File: src/cspu_pkg.sv
`timescale 1ns / 1ps
// shared types, codes and bit helpers for the can signal pack/unpack block
package cspu_pkg;

    localparam int PAYLOAD_BYTES_DEF = 64;
    localparam int BANK_AW_DEF       = 2;

    localparam int VALUE_W = 64;
    localparam int CFG_W   = 7;
    localparam int LEN_W   = 7;
    localparam int OFS_W   = 9;
    localparam int WIDX_W  = 3;
    localparam int SH_W    = 6;
    localparam int WIN_W   = 2 * VALUE_W;

    localparam logic [1:0] ACT_WRITE   = 2'd0;
    localparam logic [1:0] ACT_READ    = 2'd1;
    localparam logic [1:0] ACT_EXTRACT = 2'd2;
    localparam logic [1:0] ACT_INSERT  = 2'd3;

    localparam logic [1:0] TYPE_UNSIGNED = 2'd0;
    localparam logic [1:0] TYPE_SIGNED   = 2'd1;
    localparam logic [1:0] TYPE_FLOAT32  = 2'd2;
    localparam logic [1:0] TYPE_FLOAT64  = 2'd3;

    localparam logic [1:0] STAT_OK          = 2'd0;
    localparam logic [1:0] STAT_BAD_LENGTH  = 2'd1;
    localparam logic [1:0] STAT_PAST_FRAME  = 2'd2;
    localparam logic [1:0] STAT_PAST_LENGTH = 2'd3;

    typedef struct packed {
        logic [1:0]         action;
        logic [5:0]         byte_index;
        logic [7:0]         byte_value;
        logic [OFS_W-1:0]   bit_offset;
        logic [LEN_W-1:0]   bit_length;
        logic               intel_order;
        logic [1:0]         sig_kind;
        logic [VALUE_W-1:0] value_in;
    } t_in_word;

    typedef struct packed {
        logic [VALUE_W-1:0] value_out;
        logic [1:0]         status;
    } t_out_word;

    // decoded operation, held for the whole read-modify-write pass
    typedef struct packed {
        logic               insert;
        logic [1:0]         status;
        logic [WIDX_W-1:0]  word_idx;
        logic [SH_W-1:0]    shift;
        logic [LEN_W-1:0]   len;
        logic               intel;
        logic               sgn;
        logic [VALUE_W-1:0] mask;
        logic [WIN_W-1:0]   win_mask;
        logic [WIN_W-1:0]   win_data;
    } t_op;

    // full 64-bit reversal
    function automatic logic [VALUE_W-1:0] rev64(input logic [VALUE_W-1:0] v);
        logic [VALUE_W-1:0] r;
        for (int i = 0; i < VALUE_W; i++) begin
            r[i] = v[VALUE_W-1-i];
        end
        return r;
    endfunction

    // reverse the bits inside each byte, byte order kept
    function automatic logic [VALUE_W-1:0] rev_in_bytes(input logic [VALUE_W-1:0] v);
        logic [VALUE_W-1:0] r;
        for (int b = 0; b < VALUE_W / 8; b++) begin
            for (int i = 0; i < 8; i++) begin
                r[8*b+i] = v[8*b+7-i];
            end
        end
        return r;
    endfunction

endpackage

File: src/can_signal_pack_unpack.sv
`timescale 1ns / 1ps
// can_signal_pack_unpack: payload store with byte access and signal pack/unpack
//
// Input words arrive on i_in_valid/o_in_ready with a t_in_word payload; one
// t_out_word result per input word leaves on o_out_valid/i_out_ready.
// i_cfg_wr_en/i_cfg_wr_data write payload_length at any clock edge.
// One word is handled at a time: accept, bank read, window shift and merge,
// write-back with result load. The two word banks have a registered read,
// and a new word is taken only after the last one is written back. Payload
// words live in an even and an odd bank, so the two words a signal can span
// are read and written in the same cycle.
// Reset (synchronous, active low) clears the word valid bits, so the whole
// payload reads as zero at once; payload_length returns to 64. The banks
// themselves are not cleared.
// The result sits in an output register. A new word is accepted while a
// result waits; if the receiver stalls, the next result holds in write-back
// until the register frees, and input acceptance stops behind it.
module can_signal_pack_unpack #(
    parameter int PAYLOAD_BYTES = cspu_pkg::PAYLOAD_BYTES_DEF
) (
    input  logic                        i_clk,
    input  logic                        i_rst_n,
    input  logic                        i_in_valid,
    output logic                        o_in_ready,
    input  cspu_pkg::t_in_word          i_in_data,
    output logic                        o_out_valid,
    input  logic                        i_out_ready,
    output cspu_pkg::t_out_word         o_out_data,
    input  logic                        i_cfg_wr_en,
    input  logic [cspu_pkg::CFG_W-1:0]  i_cfg_wr_data
);

    localparam int WORDS   = (PAYLOAD_BYTES + 7) / 8;
    localparam int BANK_D  = (WORDS + 1) / 2;
    localparam int BANK_AW = (BANK_D > 1) ? $clog2(BANK_D) : 1;
    localparam int VW      = cspu_pkg::VALUE_W;

    localparam logic [1:0] S_IDLE = 2'd0;
    localparam logic [1:0] S_RD   = 2'd1;
    localparam logic [1:0] S_DAT  = 2'd2;
    localparam logic [1:0] S_WB   = 2'd3;

    logic [1:0]                 r_state, n_state;
    logic [cspu_pkg::CFG_W-1:0] r_payload_length;
    cspu_pkg::t_op              r_op;
    cspu_pkg::t_op              prep_op;
    logic [VW-1:0]              r_x, r_new_lo, r_new_hi;
    logic [VW-1:0]              x, new_lo, new_hi, value;
    logic                       r_out_valid, n_out_valid;
    cspu_pkg::t_out_word        r_out;

    logic [VW-1:0]              even_q, odd_q;
    logic [BANK_AW-1:0]         lo_addr, even_addr;
    logic [3:0]                 hi_word;
    logic                       hi_ok;
    logic                       in_fire, wb_fire, do_write;
    logic                       even_we, odd_we;
    logic [VW-1:0]              even_wd, odd_wd;

    cspu_prep #(
        .PAYLOAD_BYTES (PAYLOAD_BYTES)
    ) u_prep (
        .i_word           (i_in_data),
        .i_payload_length (r_payload_length),
        .o_op             (prep_op)
    );

    // word pair: lo at word_idx, hi at word_idx + 1 in the other bank
    assign hi_word   = 4'(r_op.word_idx) + 4'd1;
    assign hi_ok     = hi_word < 4'(WORDS);
    assign lo_addr   = BANK_AW'(r_op.word_idx >> 1);
    assign even_addr = r_op.word_idx[0] ? BANK_AW'(hi_word >> 1) : lo_addr;

    assign do_write = wb_fire && r_op.insert && (r_op.status == cspu_pkg::STAT_OK);
    assign even_we  = do_write && (!r_op.word_idx[0] || hi_ok);
    assign odd_we   = do_write && (r_op.word_idx[0] || hi_ok);
    assign even_wd  = r_op.word_idx[0] ? r_new_hi : r_new_lo;
    assign odd_wd   = r_op.word_idx[0] ? r_new_lo : r_new_hi;

    cspu_bank #(
        .ADDR_W (BANK_AW)
    ) u_bank_even (
        .i_clk     (i_clk),
        .i_rst_n   (i_rst_n),
        .i_rd_addr (even_addr),
        .o_rd_data (even_q),
        .i_wr_en   (even_we),
        .i_wr_addr (even_addr),
        .i_wr_data (even_wd)
    );

    cspu_bank #(
        .ADDR_W (BANK_AW)
    ) u_bank_odd (
        .i_clk     (i_clk),
        .i_rst_n   (i_rst_n),
        .i_rd_addr (lo_addr),
        .o_rd_data (odd_q),
        .i_wr_en   (odd_we),
        .i_wr_addr (lo_addr),
        .i_wr_data (odd_wd)
    );

    cspu_field u_field (
        .i_op     (r_op),
        .i_even_q (even_q),
        .i_odd_q  (odd_q),
        .i_hi_ok  (hi_ok),
        .i_x_q    (r_x),
        .o_x      (x),
        .o_new_lo (new_lo),
        .o_new_hi (new_hi),
        .o_value  (value)
    );

    assign o_in_ready = (r_state == S_IDLE);
    assign in_fire    = i_in_valid && o_in_ready;
    assign wb_fire    = (r_state == S_WB) && (!r_out_valid || i_out_ready);

    always_comb begin
        n_state = r_state;
        unique case (r_state)
            S_IDLE: begin
                if (in_fire) begin
                    n_state = S_RD;
                end
            end
            S_RD:  n_state = S_DAT;
            S_DAT: n_state = S_WB;
            S_WB: begin
                if (wb_fire) begin
                    n_state = S_IDLE;
                end
            end
            default: n_state = S_IDLE;
        endcase

        if (wb_fire) begin
            n_out_valid = 1'b1;
        end else if (r_out_valid && i_out_ready) begin
            n_out_valid = 1'b0;
        end else begin
            n_out_valid = r_out_valid;
        end
    end

    always_ff @(posedge i_clk) begin
        if (!i_rst_n) begin
            r_state          <= S_IDLE;
            r_out_valid      <= 1'b0;
            r_payload_length <= 7'd64;
        end else begin
            r_state     <= n_state;
            r_out_valid <= n_out_valid;
            if (i_cfg_wr_en) begin
                r_payload_length <= i_cfg_wr_data;
            end
        end
    end

    always_ff @(posedge i_clk) begin
        if (in_fire) begin
            r_op <= prep_op;
        end
        if (r_state == S_DAT) begin
            r_x      <= x;
            r_new_lo <= new_lo;
            r_new_hi <= new_hi;
        end
        if (wb_fire) begin
            r_out.status    <= r_op.status;
            r_out.value_out <= (r_op.status == cspu_pkg::STAT_OK && !r_op.insert) ?
                               value : '0;
        end
    end

    assign o_out_valid = r_out_valid;
    assign o_out_data  = r_out;

endmodule

File: src/cspu_bank.sv
`timescale 1ns / 1ps
// one bank of 64-bit payload words with per-word valid bits, registered read
module cspu_bank #(
    parameter int ADDR_W = cspu_pkg::BANK_AW_DEF
) (
    input  logic                        i_clk,
    input  logic                        i_rst_n,
    input  logic [ADDR_W-1:0]           i_rd_addr,
    output logic [cspu_pkg::VALUE_W-1:0] o_rd_data,
    input  logic                        i_wr_en,
    input  logic [ADDR_W-1:0]           i_wr_addr,
    input  logic [cspu_pkg::VALUE_W-1:0] i_wr_data
);

    localparam int DEPTH = 2 ** ADDR_W;

    logic [cspu_pkg::VALUE_W-1:0] r_mem [DEPTH];
    logic [DEPTH-1:0]             r_valid;
    logic [cspu_pkg::VALUE_W-1:0] r_rd_q;
    logic                         r_rd_vld;

    always_ff @(posedge i_clk) begin
        if (i_wr_en) begin
            r_mem[i_wr_addr] <= i_wr_data;
        end
        r_rd_q <= r_mem[i_rd_addr];
    end

    // a word never written reads as zero
    always_ff @(posedge i_clk) begin
        if (!i_rst_n) begin
            r_valid  <= '0;
            r_rd_vld <= 1'b0;
        end else begin
            if (i_wr_en) begin
                r_valid[i_wr_addr] <= 1'b1;
            end
            r_rd_vld <= r_valid[i_rd_addr];
        end
    end

    assign o_rd_data = r_rd_vld ? r_rd_q : '0;

endmodule

File: src/cspu_prep.sv
`timescale 1ns / 1ps
// decodes an incoming word: checks, word position, masks and insert data
module cspu_prep #(
    parameter int PAYLOAD_BYTES = cspu_pkg::PAYLOAD_BYTES_DEF
) (
    input  cspu_pkg::t_in_word           i_word,
    input  logic [cspu_pkg::CFG_W-1:0]   i_payload_length,
    output cspu_pkg::t_op                o_op
);

    localparam int VW = cspu_pkg::VALUE_W;

    logic                       is_byte;
    logic [cspu_pkg::LEN_W-1:0] len;
    logic [cspu_pkg::OFS_W-1:0] ofs;
    logic                       intel;
    logic [VW-1:0]              value;
    logic [9:0]                 end_bit;
    logic [6:0]                 end_byte;
    logic [6:0]                 limit;
    logic [6:0]                 len_gap;
    logic [VW-1:0]              mask;
    logic [VW-1:0]              data;
    logic [1:0]                 status;

    always_comb begin
        is_byte = (i_word.action == cspu_pkg::ACT_WRITE) ||
                  (i_word.action == cspu_pkg::ACT_READ);

        // byte actions run as 8-bit intel signals at the byte's position
        if (is_byte) begin
            len   = 7'd8;
            ofs   = {i_word.byte_index, 3'b000};
            intel = 1'b1;
            value = {56'd0, i_word.byte_value};
        end else begin
            unique case (i_word.sig_kind)
                cspu_pkg::TYPE_FLOAT32: len = 7'd32;
                cspu_pkg::TYPE_FLOAT64: len = 7'd64;
                default:                len = i_word.bit_length;
            endcase
            ofs   = i_word.bit_offset;
            intel = i_word.intel_order;
            value = i_word.value_in;
        end

        end_bit  = 10'(ofs) + 10'(len);
        end_byte = 7'((end_bit + 10'd7) >> 3);
        limit    = (i_payload_length < 7'(PAYLOAD_BYTES)) ? i_payload_length
                                                          : 7'(PAYLOAD_BYTES);

        if (is_byte) begin
            status = ({1'b0, i_word.byte_index} >= 7'(PAYLOAD_BYTES)) ?
                     cspu_pkg::STAT_PAST_FRAME : cspu_pkg::STAT_OK;
        end else if (len == 7'd0 || len > 7'd64) begin
            status = cspu_pkg::STAT_BAD_LENGTH;
        end else if (end_bit > 10'(PAYLOAD_BYTES * 8)) begin
            status = cspu_pkg::STAT_PAST_FRAME;
        end else if (end_byte > limit) begin
            status = cspu_pkg::STAT_PAST_LENGTH;
        end else begin
            status = cspu_pkg::STAT_OK;
        end

        len_gap = 7'd64 - len;
        mask    = {VW{1'b1}} >> len_gap;
        // motorola: signal msb lands at the lowest stream bit
        data    = intel ? (value & mask) : (cspu_pkg::rev64(value) >> len_gap);

        o_op.insert   = (i_word.action == cspu_pkg::ACT_WRITE) ||
                        (i_word.action == cspu_pkg::ACT_INSERT);
        o_op.status   = status;
        o_op.word_idx = ofs[8:6];
        o_op.shift    = ofs[5:0];
        o_op.len      = len;
        o_op.intel    = intel;
        o_op.sgn      = !is_byte && (i_word.sig_kind == cspu_pkg::TYPE_SIGNED);
        o_op.mask     = mask;
        o_op.win_mask = {{VW{1'b0}}, mask} << ofs[5:0];
        o_op.win_data = {{VW{1'b0}}, data} << ofs[5:0];
    end

endmodule

File: src/cspu_field.sv
`timescale 1ns / 1ps
// two-word window: signal extraction and bit merge for write-back
module cspu_field (
    input  cspu_pkg::t_op                 i_op,
    input  logic [cspu_pkg::VALUE_W-1:0]  i_even_q,
    input  logic [cspu_pkg::VALUE_W-1:0]  i_odd_q,
    input  logic                          i_hi_ok,
    input  logic [cspu_pkg::VALUE_W-1:0]  i_x_q,
    output logic [cspu_pkg::VALUE_W-1:0]  o_x,
    output logic [cspu_pkg::VALUE_W-1:0]  o_new_lo,
    output logic [cspu_pkg::VALUE_W-1:0]  o_new_hi,
    output logic [cspu_pkg::VALUE_W-1:0]  o_value
);

    localparam int VW = cspu_pkg::VALUE_W;

    logic [VW-1:0]               lo_raw;
    logic [VW-1:0]               hi_raw;
    logic [2*VW-1:0]             win;
    logic [2*VW-1:0]             win_sh;
    logic [2*VW-1:0]             win_new;
    logic [6:0]                  len_gap;
    logic [cspu_pkg::SH_W-1:0]   top_bit;
    logic [VW-1:0]               v;

    always_comb begin
        lo_raw = i_op.word_idx[0] ? i_odd_q : i_even_q;
        hi_raw = i_hi_ok ? (i_op.word_idx[0] ? i_even_q : i_odd_q) : '0;

        // motorola works in a domain where each byte is bit-reversed
        if (i_op.intel) begin
            win = {hi_raw, lo_raw};
        end else begin
            win = {cspu_pkg::rev_in_bytes(hi_raw), cspu_pkg::rev_in_bytes(lo_raw)};
        end

        win_sh  = win >> i_op.shift;
        o_x     = win_sh[VW-1:0];
        win_new = (win & ~i_op.win_mask) | i_op.win_data;

        if (i_op.intel) begin
            o_new_lo = win_new[VW-1:0];
            o_new_hi = win_new[2*VW-1:VW];
        end else begin
            o_new_lo = cspu_pkg::rev_in_bytes(win_new[VW-1:0]);
            o_new_hi = cspu_pkg::rev_in_bytes(win_new[2*VW-1:VW]);
        end

        // finish of extraction, from the registered window bits
        len_gap = 7'd64 - i_op.len;
        v       = i_op.intel ? (i_x_q & i_op.mask) : (cspu_pkg::rev64(i_x_q) >> len_gap);
        top_bit = 6'(i_op.len - 7'd1);
        if (i_op.sgn && v[top_bit]) begin
            v = v | ~i_op.mask;
        end
        o_value = v;
    end

endmodule
File: config.mk
export PLATFORM = sky130hd
export DESIGN_NAME = can_signal_pack_unpack
export DESIGN_NICKNAME = d
export VERILOG_FILES = /design/src/cspu_pkg.sv /design/src/can_signal_pack_unpack.sv /design/src/cspu_bank.sv /design/src/cspu_prep.sv /design/src/cspu_field.sv
export SDC_FILE = /design/constraint.sdc
export NUM_CORES = 2
export LEC_CHECK = 0
export BUFFER_PORTS_ARGS = -buffer_cell sky130_fd_sc_hd__buf_4
export CORE_ASPECT_RATIO = 0.5
export CORE_MARGIN = 3
export CORE_UTILIZATION = 28
export DETAILED_ROUTE_END_ITERATION = 7
export PLACE_DENSITY = 0.39
export REMOVE_ABC_BUFFERS = 1
export SLEW_MARGIN = 20
export SYNTH_ARGS = -nofsm -noshare
export SYNTH_HDL_FRONTEND = slang
export SYNTH_SLANG_ARGS = --single-unit
File: constraint.sdc
create_clock -name i_clk -period 13.7 [get_ports i_clk]
set_input_delay 2.74 -clock i_clk [delete_from_list [all_inputs] [get_ports i_clk]]
set_output_delay 2.74 -clock i_clk [all_outputs]
set_load 0.02 [all_outputs]
==> impl_results.md <==
- Outcome: complete, but fails checks
- Failing checks: design-rule violations
- Synth cell types: 118
- Final max-slew violation count: 0
- Most frequently used flop master after synthesis: edfxtp_1
- Hold path cells: 1
- Placer congestion estimate: 1.007
- DRC: 2
- Port bufs: 178
- Count of TritonRoute iterations in the first routing pass: 8
- Effective utilization at floorplan: 0.2822
- Buffers from clock root to sink, at most: 4
- Final setup skew: around 0.083 ns
- Synthesis-to-layout area growth: 12.48%
- Proportion of power drawn by flip-flops and latches: 0.370
- Actual transition at the worst max-transition pin: 1.313 ns
- Total Nets Final: 7324
- Max Fanout on Critical Path: 59
- Clock tree from TritonCTS: built
- Final period utilization: 0.7790
- Detailed-placement wirelength estimate: 320.2 mm
- Number of buffers added to fix hold violations after cts: 0
- Floorplan die height: 384.1 µm
- Largest net degree at the start of global routing: approximately 160
- Proportion of synthesized flip-flops having asynchronous set or reset: 0
- PostCTS Resize Cnt: 0
- Tmin final: 10.67 ns
- Clock-pin transition on the worst setup and hold timing paths: 0.06 ns
- Count of state elements after synthesis: 1257
- Capturing element type of the critical path: register
- Residual overflow from global routing: 0
- Crit path kind: in -> reg
- Die span in x: 762.3 µm
- Gate Count Post-Synth: 7289
- Number of nets with antenna violations after detailed routing: 0
- Wire length of the first global-routing pass: about 570 mm
- Worst reg-to-reg setup slack: approximately 6.2 ns
- Switching Share: 0.4139
- Number of buffers inserted by post-CTS setup repair: 0
- Tightest hold margin: 0.4616 ns
- Number of instances in the placed design: ~11k
- Fmax achieved: 0.09370 GHz
- Max-cap check violation count: 0
- Post-DR wirelength/cell: 38.30 µm
- Via density: 6.234
- Sequential-to-total area share from yosys stat: 0.4529
- Number of DRC markers in iteration 0: 10.89k
- Worst r2r path cells: 16
- Synthesized cell area: about 80000 µm²
- Power Density: 178.1 nW/µm²
- Vias in the first global route: around 63k
- Static Leakage: 30.94 nW
- Worst Hold End: u_bank_odd.r_valid[2]
- Share of power burned in the clock network: 0.239
- Reg-to-Reg Start: r_op[322]
- Number of antenna violations at the first check in global routing: 29
- Clock insertion delay at the later pin of the skew report: 0.82 ns
- Die Area: 292800 µm²
- Layout Cells excl Fill: 11.09k
- Design Power: ~16 mW
- Required time of the worst setup path: 14.22 ns
- Share of cells above drive strength 1: 0.1861
- CTS sink cnt: between 1k and 1.5k
- Unrepaired setup endpoints after global routing: no
- Synthesized area per cell: 10.98 µm²
- DR vias: 69.12k
- Max-slew headroom at the worst pin: 0.1250
- Std-Cell Rows: 138
- Total wire length: around 420 mm
- Total CTS buffers: 140
- Number of synthesized flops with an enable pin: roughly 1.1k
- Hold Vio Cnt, Final: 0
- Min-Delay Startpoint: u_bank_odd.r_valid[2]
- Comb power frac: 0.391
- Internal Pwr Total: 9.400 mW
- VDD IR-drop max: 127.8 µV
- Clk root buf: clkbuf_16
- Total of endpoints with negative setup slack in the final report: 0
- H-tree depth: 4
- Io pins: approximately 180
- Worst min path class: reg -> reg
- Sw power: 6.638 mW
- Number of synthesis warnings: 0
- Placeable core region: 283700 µm²
- Global-route usage over all layers: 0.2781
- WP data arrival: 11.19 ns
- Element type at the critical path start: primary input
- Reg2reg end: o_out_data[21]
-- through the flow --
stage	instance area [µm²]	TNS [ns]	utilization	worst slack, ns
after floorplan	77270	-814.70	-	-4.056
after global placement	85490	0	0.3013	2.720
after detailed placement	85540	0	0.3015	2.638
after CTS	89990	0	0.3172	3.487
after global routing	90010	0	0.3173	2.842
final	90060	0	0.3175	3.028
-- critical path, cell delays in order --
cell,delay [ns]
buf_4,0.11
inv_1,0.07
ha_1,0.76
nor4b_2,0.09
buf_4,0.24
inv_1,0.50
ha_1,0.61
inv_1,0.22
ha_4,0.87
buf_4,0.71
mux2_2,0.42
mux2i_1,0.46
o22ai_1,0.23
mux2i_1,0.43
o22ai_1,0.31
a211oi_1,0.47
a211oi_1,0.12
nor4_2,0.93
mux2i_1,0.33
a22oi_1,0.32
o22ai_1,0.11
-- sequential cells by signal, indices dropped and copies added (netlist names), 4 cells and up --
name,cells
r_op,337
u_bank_even.r_mem,256
u_bank_odd.r_mem,256
o_out_data,66
r_new_hi,64
r_new_lo,64
r_x,64
u_bank_even.r_rd_q,64
u_bank_odd.r_rd_q,64
r_payload_length,7
u_bank_even.r_valid,4
u_bank_odd.r_valid,4
-- final cells by class --
cell class                      instances  area (µm²)
Antenna cell                           20       50.05
Clock buffer                          188        3866
Clock inverter                         55       586.8
Fill cell                           28960      193600
Inverter                              137       534.3
Multi-Input combinational cell       5253       40920
Sequential cell                      1257       36270
Tap cell                             3780        4730
Timing Repair Buffer                  398        3103
-- power by group through the flow --
stage	Combinational (mW)	Clock [mW]	Sequential, mW
2_1_floorplan	3.64	0	5.98
3_3_place_gp	6.09	0	5.97
3_5_place_dp	6.05	0	5.96
4_1_cts	6.08	3.92	5.89
5_1_grt	6.49	4.07	5.94
6_report	6.27	3.83	5.94
-- routing by layer --
layer  vias to the layer above  GRT usage  wire, µm
li1                      28450          -         -
met1                     35830     0.4228    197800
met2                      4192     0.3831    168400
met3                       642    0.06684     43480
met4                        10    0.08350     14930
met5                         -          0        69
-- kinds of logic (layout without fill, tap and decap cells) --
family                     count (synthesis)  count (layout)  synth area share
muxes                                   1416            1416            0.2233
buffers and inverters                    779             778           0.04141
other                                      0              20                 0
adders and majority gates                 26              26          0.004157
AOI/OAI and AO/OA                       2015            2015            0.1734
DFF                                     1257            1257            0.4529
and+or+nand+nor                         1769            1769            0.1015
xor gates and xnor gates                  27              27          0.003375
-- cell usage in the layout (no fill, tap or decap), types with 50 or more instances in the layout --
cell	instances
a211oi_1	176
a21oi_1	455
a22oi_1	66
a31oi_1	104
buf_4	388
clkbuf_16	142
dfxtp_1	146
edfxtp_1	1109
inv_1	120
mux2_2	287
mux2i_1	853
mux4_2	267
nand2_1	504
nand3_1	166
nor2_1	602
nor3_1	172
o211ai_1	99
o21ai_0	321
o22ai_1	120
o31ai_1	50
-- cell usage after synthesis, drive strengths merged, types with 40 or more instances --
library cell	instances	area [µm²]
mux2i	862	8632
o221ai	49	429.2
nand2	506	1899
o211ai	101	768.2
nor3	179	927.2
o31ai	55	422.9
a31oi	112	706.9
edfxtp	1109	33300
o22ai	166	1326
nand3	166	830.8
mux2	287	3232
nor2	610	2292
a22oi	68	515.5
a21oi	462	2338
buf	282	1448
o21ai	351	1790
dfxtp	148	2963
nor3b	51	392.9
inv	130	488.0
mux4	267	6013
clkbuf	360	1354
a211oi	183	1389
and3	40	250.2
-- worst max path at each step --
stage	endpoint	start	slack, ns
5_1_grt	r_op[47]	i_in_data[98]	2.84
4_1_cts	r_op[47]	i_in_data[98]	3.49
2_1_floorplan	r_op[338]	i_in_data[98]	-4.06
3_3_place_gp	r_op[59]	i_in_data[98]	2.72
6_report	r_op[82]	i_in_data[98]	3.03
3_5_place_dp	r_op[47]	i_in_data[98]	2.64
No activity file was read; power rests on OpenSTA's default activity.
